### src/hw/rtl/lred_pkg.sv
// Shared constants, register indexes and result type for the local range edge detector.
// No dependencies.
package lred_pkg;

  localparam int MAX_WIDTH  = 1024;
  localparam int MAX_HEIGHT = 4096;
  localparam int MIN_DIM    = 3;

  localparam int COL_W = $clog2(MAX_WIDTH);       // column inside a row
  localparam int DW    = $clog2(MAX_WIDTH + 2);   // width, lead, ring slot (up to width+1)
  localparam int ROW_W = $clog2(MAX_HEIGHT);      // output row
  localparam int DH    = $clog2(MAX_HEIGHT + 1);  // height, input row (up to height)

  localparam int RING_DEPTH = MAX_WIDTH + 1;
  localparam int RING_AW    = $clog2(RING_DEPTH);

  localparam int PIX_W      = 8;
  localparam int THR_W      = 8;
  localparam int FW_W       = 11;
  localparam int FH_W       = 13;
  localparam int CFG_DATA_W = 13;
  localparam int CFG_IDX_W  = 2;

  localparam logic [CFG_IDX_W-1:0] REG_THRESHOLD    = 2'd0;
  localparam logic [CFG_IDX_W-1:0] REG_FRAME_WIDTH  = 2'd1;
  localparam logic [CFG_IDX_W-1:0] REG_FRAME_HEIGHT = 2'd2;

  localparam logic [THR_W-1:0] THRESHOLD_RST    = 8'd25;
  localparam logic [FW_W-1:0]  FRAME_WIDTH_RST  = 11'd640;
  localparam logic [FH_W-1:0]  FRAME_HEIGHT_RST = 13'd480;

  // gray = floor((33b + 56g + 11r) / 100), divide by reciprocal 5243 / 2^19
  localparam int WSUM_W     = 15;
  localparam int W_BLUE     = 33;
  localparam int W_GREEN    = 56;
  localparam int W_RED      = 11;
  localparam int GRAY_MUL   = 5243;
  localparam int GRAY_MUL_W = 13;
  localparam int GRAY_SHIFT = 19;

  localparam logic [PIX_W-1:0] PIX_EDGE = 8'd0;
  localparam logic [PIX_W-1:0] PIX_FLAT = 8'd255;

  localparam int OUT_DEPTH = 4;
  localparam int QPTR_W    = $clog2(OUT_DEPTH);
  localparam int QCNT_W    = $clog2(OUT_DEPTH + 1);

  typedef struct packed {
    logic [PIX_W-1:0] pixel_value;
    logic             frame_last;
  } lred_result_t;

endpackage

### src/hw/rtl/lred_out_fifo.sv
// Small output queue of result transactions; registers only.
// Depends on lred_pkg.
module lred_out_fifo import lred_pkg::*; (
  input  logic              clk,
  input  logic              rst,
  input  logic              push,
  input  lred_result_t      push_data,
  input  logic              pop_ready,
  output logic              pop_valid,
  output lred_result_t      pop_data,
  output logic [QCNT_W-1:0] count
);

  lred_result_t      mem [OUT_DEPTH];
  logic [QPTR_W-1:0] wr_ptr;
  logic [QPTR_W-1:0] rd_ptr;
  logic              pop;

  assign pop_valid = (count != '0);
  assign pop_data  = mem[rd_ptr];
  assign pop       = pop_valid && pop_ready;

  always_ff @(posedge clk) begin
    if (push) begin
      mem[wr_ptr] <= push_data;
    end
  end

  always_ff @(posedge clk) begin
    if (rst) begin
      wr_ptr <= '0;
      rd_ptr <= '0;
      count  <= '0;
    end else begin
      if (push) begin
        wr_ptr <= wr_ptr + QPTR_W'(1);
      end
      if (pop) begin
        rd_ptr <= rd_ptr + QPTR_W'(1);
      end
      if (push && !pop) begin
        count <= count + QCNT_W'(1);
      end else if (pop && !push) begin
        count <= count - QCNT_W'(1);
      end
    end
  end

endmodule

### config.mk
export PLATFORM = sky130hd
export DESIGN_NAME = lred_out_fifo
export DESIGN_NICKNAME = d
export VERILOG_FILES = /design/src/hw/rtl/lred_pkg.sv /design/src/hw/rtl/lred_out_fifo.sv
export SDC_FILE = /design/constraint.sdc
export NUM_CORES = 1
export LEC_CHECK = 0
export BUFFER_PORTS_ARGS = -buffer_cell sky130_fd_sc_hd__buf_2
export CORE_MARGIN = 2
export CORE_UTILIZATION = 55
export CTS_BUF_LIST = sky130_fd_sc_hd__clkbuf_16
export CTS_CLUSTER_DIAMETER = 120
export DETAILED_ROUTE_END_ITERATION = 10
export GPL_TIMING_DRIVEN = 0
export PLACE_DENSITY_LB_ADDON = 0.05
export SLEW_MARGIN = 10
export SYNTH_ARGS = -nofsm -noshare
export SYNTH_HDL_FRONTEND = slang
export SYNTH_SLANG_ARGS = --single-unit
### constraint.sdc
create_clock -name clk -period 3.81 [get_ports clk]
set_input_delay 0.762 -clock clk [delete_from_list [all_inputs] [get_ports clk]]
set_output_delay 0.762 -clock clk [all_outputs]
set_load 0.01 [all_outputs]
== Word-level counts from Yosys, hierarchy flattened ==
Memory sizes are Yosys's and may differ from the RTL's. A register that Yosys moved wholly into a read port is not among the register bits.
Index checks and enable logic that the tools add are counted.
Word-level totals
  bits in writable memories: 36
  output and inout port bits: 13
  memories: 1
  word-level logic and storage cells: 21
  bits in registers: 7
  bits of input ports: 13
Operators by class
  reduce and logical (&&, ||, !) cells: 7
  $add $sub $neg: 4
  muxes and demuxes: 6
Memories
  mem: depth 4, width 9, read ports 1, clocked after Yosys merged registers in 1, write ports 1, RTL line lred_out_fifo.sv:14  | lred_result_t mem [OUT_DEPTH];
Operator list (number)
  $mux 3: 2
  $add 2x1->2 const B: 2
  $mux 2: 2
  $add 3x1->3 const B: 1
  $logic_and 1x1->1: 3
  $reduce_bool 3->1: 1
  $sub 3x1->3 const B: 1
  $logic_not 1->1: 2
  $mux 1: 2
  $reduce_bool 2->1: 1

== Longest topological paths before layout ==
  depth after elaboration: 5
  depth in mapped cells: 7
  mapped depth without buffers: 7

== Least setup slack after synthesis ==
Ideal clock, no wire load.
  path type: input to register
  start point: input port pop_ready
  end point: register count[2]
  data required time: 3740 ps
  buffers on the path: 0
  setup slack: 1746 ps
  cell stages on the path: 7
  data arrival time: 1994 ps
  cells stage by stage: o31ai_4 ha_1 inv_1 fa_1 xor2_1 or3_1 a21oi_1
Between the ends
  cells in the longest elaborated chain, start to end: 4
  elaborated cells on any way between the ends: 6
  those cells by class: 1 x mux; 5 x reduce/logical
Ends and longest elaborated chain
  start: declaration: RTL line lred_out_fifo.sv:8  | input logic pop_ready,
  $logic_and 1x1->1 (*): RTL line lred_out_fifo.sv:21  | assign pop = pop_valid && pop_ready;
  $logic_not 1->1: RTL line lred_out_fifo.sv:41  | if (push && !pop) begin
  $logic_and 1x1->1: RTL line lred_out_fifo.sv:41
  $mux 3 / $reduce_bool 2->1 (equally long branches)
  end signal: assignment: RTL line lred_out_fifo.sv:42  | count <= count + QCNT_W'(1);
  end signal: assignment: RTL line lred_out_fifo.sv:44  | count <= count - QCNT_W'(1);
  end: declaration: RTL line lred_out_fifo.sv:11  | output logic [QCNT_W-1:0] count
Every way passes the cells marked *; elsewhere a longest branch is shown, timed or not.
A chain may end at the register's enable or synchronous reset.

==> results.md <==
* Run status: finished clean
* DRT met1 WL at around 1100 um
* Met2 layer wire length in the routed design at 1270 um
* Setup tns final at 0 ps
* Worst-margin pin slew at a little over 500 ps
* Final Setup Violations at 0
* GRT Residual Overflow at 0
* Leading post-synthesis cells by cell area: sky130_fd_sc_hd__edfxtp_1 (62%), sky130_fd_sc_hd__mux4_2 (12%), sky130_fd_sc_hd__dfxtp_1 (10%)
* Post-DP Area at a little under 0.002 mm^2
* CTS HTree Levels at 2
* Clock latency reported for the late side of the worst-skew pair at roughly 280 ps
* Cell taking the most area after synthesis: sky130_fd_sc_hd__edfxtp_1
* Number of global-route vias before repair at a little under 900
* Number of design rule violations left after detail routing at 0
* First-pass GRT wire length at 4060 um
* Proportion of layout cells with a drive suffix above 1 at 0.377
* Number of routed nets with antenna violations at 0
* Number of antenna violations at the first check in global routing at 0
* Detailed placement HPWL at roughly 1800 um
* Count of unique library cells instantiated by Yosys at 20
* Final Skew at 5.11 ps
* VDD IR max at between 0.4 and 0.5 mV
* Final count of hold timing violations at 0
* Yosys warning count at 0
* Design Power at ~1.3 mW
* DR vias at 862
* # port buffers at 24
* Total number of clock tree sinks at between 40 and 50
* Router iterations before antenna repair at 4
* Launching element type of the critical path: register
* Sum of met3 wire segment lengths after detailed routing at 125 um
* Area delta synth->final at 18.4%
* Maximum number of buffers from clock root to sink at 2
* I/O Pins at 26
* Post-synthesis register bit count at between 40 and 50
* Ratio of total power to cell area at ~650 mW/mm^2
* Setup Buffers After CTS at 0
* Nets at 140
* Total placed cells including tap cells at ~160
* Floorplan row count at 20
* RSZ-0062 raised after global routing: false
* Count of hold-fix buffers inserted at cts at 0
* Width of the die at 60.5 um
* Die area at 0.00366 mm^2
* Required time at the endpoint of the critical path at between 3000 and 4000 ps
* Net Count, Synth at 109
* Crit path DAT at ~1500 ps
* Global router's overall resource usage at 0.165
* Leak at roughly 0.75 nW
* Tightest Hold Check Type: register to register
* CTS root buf: sky130_fd_sc_hd__clkbuf_16
* Setup Crit Path Kind: register to output pin
* Cells after Synth at 90
* Routed wire per std cell at 15.5 um
* CTS tree: built
* Final period demand of the worst path at around 2200 ps
* Cell depth of the worst hold path at 2
* Type of destination of the critical path: output pin
* Worst slew margin relative to its limit at 0.658
* Reg2reg path depth at 7
* Sequential share of the synthesized area at 0.719
* Placeable core region at 0.00305 mm^2
* Resize count post-CTS at 0
* Number of antenna repair diodes at 0
* Clock buffers created by TritonCTS at 5
* Placer Congestion at roughly 0.67
* Fmax at 0.451 GHz
* Initial core utilization at 0.575
* Drt first-iter violations at 31
* Total length of routed wires at 2570 um
* Area share of the largest cell type after synthesis at 0.616
* Syn Area/Cell at between 15 and 20 um^2
* Die Height at 60.5 um
* Number of max-slew violations in the final report at 0
* Maximum number of pins on one net before global-route repair at 16
* Worst-path maximum fanout at 9
* Post-CTS clock slew at the launch and capture registers of the worst setup and hold paths at 60 ps
* Final non-filler cell area at a little over 0.002 mm^2
* Non-filler cells, final at 166
* Via-per-instance ratio at 5.19
* Max Cap Viol at 0
* Highest metal layer with signal wires: met4
* Post-synthesis instance area at 0.00175 mm^2
* Final clock period utilization by the worst path at 0.582
* Min Hold Slack at 562 ps
per-stage QoR:
step	setup WS, ps	util
after detailed placement	1510	0.632
after CTS	1580	0.680
after global placement	1560	0.632
after global routing	1530	0.680
after floorplan	1750	-
final	1590	0.680
logic make-up (layout without fill, tap and decap cells):
| kind of cell | after synthesis | after routing | synth area share |
|---|---|---|---|
| flip-flops | 45 | 45 | 0.719 |
| AND/OR/NAND/NOR | 13 | 13 | 0.0371 |
| multiplexers | 11 | 11 | 0.127 |
| adder cells (fa/ha/maj) | 6 | 6 | 0.0471 |
| buffers and inverters | 6 | 38 | 0.0178 |
| XOR/XNOR | 5 | 5 | 0.0250 |
| AO/OA/AOI/OAI | 4 | 4 | 0.0271 |
cells in the mapped netlist:
cell type                  count
sky130_fd_sc_hd__inv_1         3
sky130_fd_sc_hd__clkbuf_1      1
sky130_fd_sc_hd__a21oi_1       1
sky130_fd_sc_hd__dfxtp_1       9
sky130_fd_sc_hd__nor2_1        7
sky130_fd_sc_hd__xnor2_1       1
sky130_fd_sc_hd__clkbuf_2      1
sky130_fd_sc_hd__mux4_2        9
sky130_fd_sc_hd__fa_1          1
sky130_fd_sc_hd__o31ai_4       1
sky130_fd_sc_hd__mux2i_1       2
sky130_fd_sc_hd__buf_6         1
sky130_fd_sc_hd__or3_1         1
sky130_fd_sc_hd__xor2_1        4
sky130_fd_sc_hd__or3_2         1
sky130_fd_sc_hd__ha_1          5
sky130_fd_sc_hd__edfxtp_1     36
sky130_fd_sc_hd__and2_1        4
sky130_fd_sc_hd__o21ai_0       1
sky130_fd_sc_hd__o311ai_2      1
worst paths after layout:
path                     startpoint  slack [ps]                      to
max                        register        1590             pop_data[6]
min          rd_ptr[0]$_SDFFE_PP0P_         560  rd_ptr[0]$_SDFFE_PP0P_
max reg2reg   count[0]$_SDFFE_PP0P_        1800   count[2]$_SDFFE_PP0P_
min reg2reg  rd_ptr[0]$_SDFFE_PP0P_         560  rd_ptr[0]$_SDFFE_PP0P_
flip-flops by register name, summed over array words and instances (netlist names), named ones only:
name and cells:
mem 36, count 3, wr_ptr 2, rd_ptr 2
routing by layer:
metal,global-route usage,up-vias
met5,0,-
li1,-,407
met2,0.258,23
met4,0.0807,0
met1,0.203,426
met3,0.0661,6
report_power, final:
| group | internal (mW) | switching (mW) | total [mW] |
|---|---|---|---|
| registers | 0.578 | 0.0372 | 0.615 |
| clock network | 0.242 | 0.173 | 0.415 |
| logic | 0.165 | 0.149 | 0.314 |
| total | 0.985 | 0.359 | 1.34 |
worst max-delay path: stages (launching register included):
cell	delay, ps
sky130_fd_sc_hd__dfxtp_1	320
sky130_fd_sc_hd__buf_6	170
sky130_fd_sc_hd__mux4_2	520
sky130_fd_sc_hd__buf_2	150
cell usage in the layout, fill, tap and decap left out, types with 2 or more instances in the layout:
master                        n
sky130_fd_sc_hd__edfxtp_1    36
sky130_fd_sc_hd__buf_2       24
sky130_fd_sc_hd__mux4_2       9
sky130_fd_sc_hd__dfxtp_1      9
sky130_fd_sc_hd__nor2_1       7
sky130_fd_sc_hd__ha_1         5
sky130_fd_sc_hd__clkbuf_16    5
sky130_fd_sc_hd__and2_1       4
sky130_fd_sc_hd__xor2_1       4
sky130_fd_sc_hd__inv_1        3
sky130_fd_sc_hd__clkinvlp_4   3
sky130_fd_sc_hd__mux2i_1      2
cell type report:
cell class	count	area [um^2]
Clock inverter	3	22.5
Multi-Input combinational cell	39	462
Timing Repair Buffer	24	120
Buffer	3	20.0
Fill cell	220	976
Sequential cell	45	1260
Inverter	3	11.3
Tap cell	44	55.1
Clock buffer	5	125
Power figures use the tool's default switching activity.
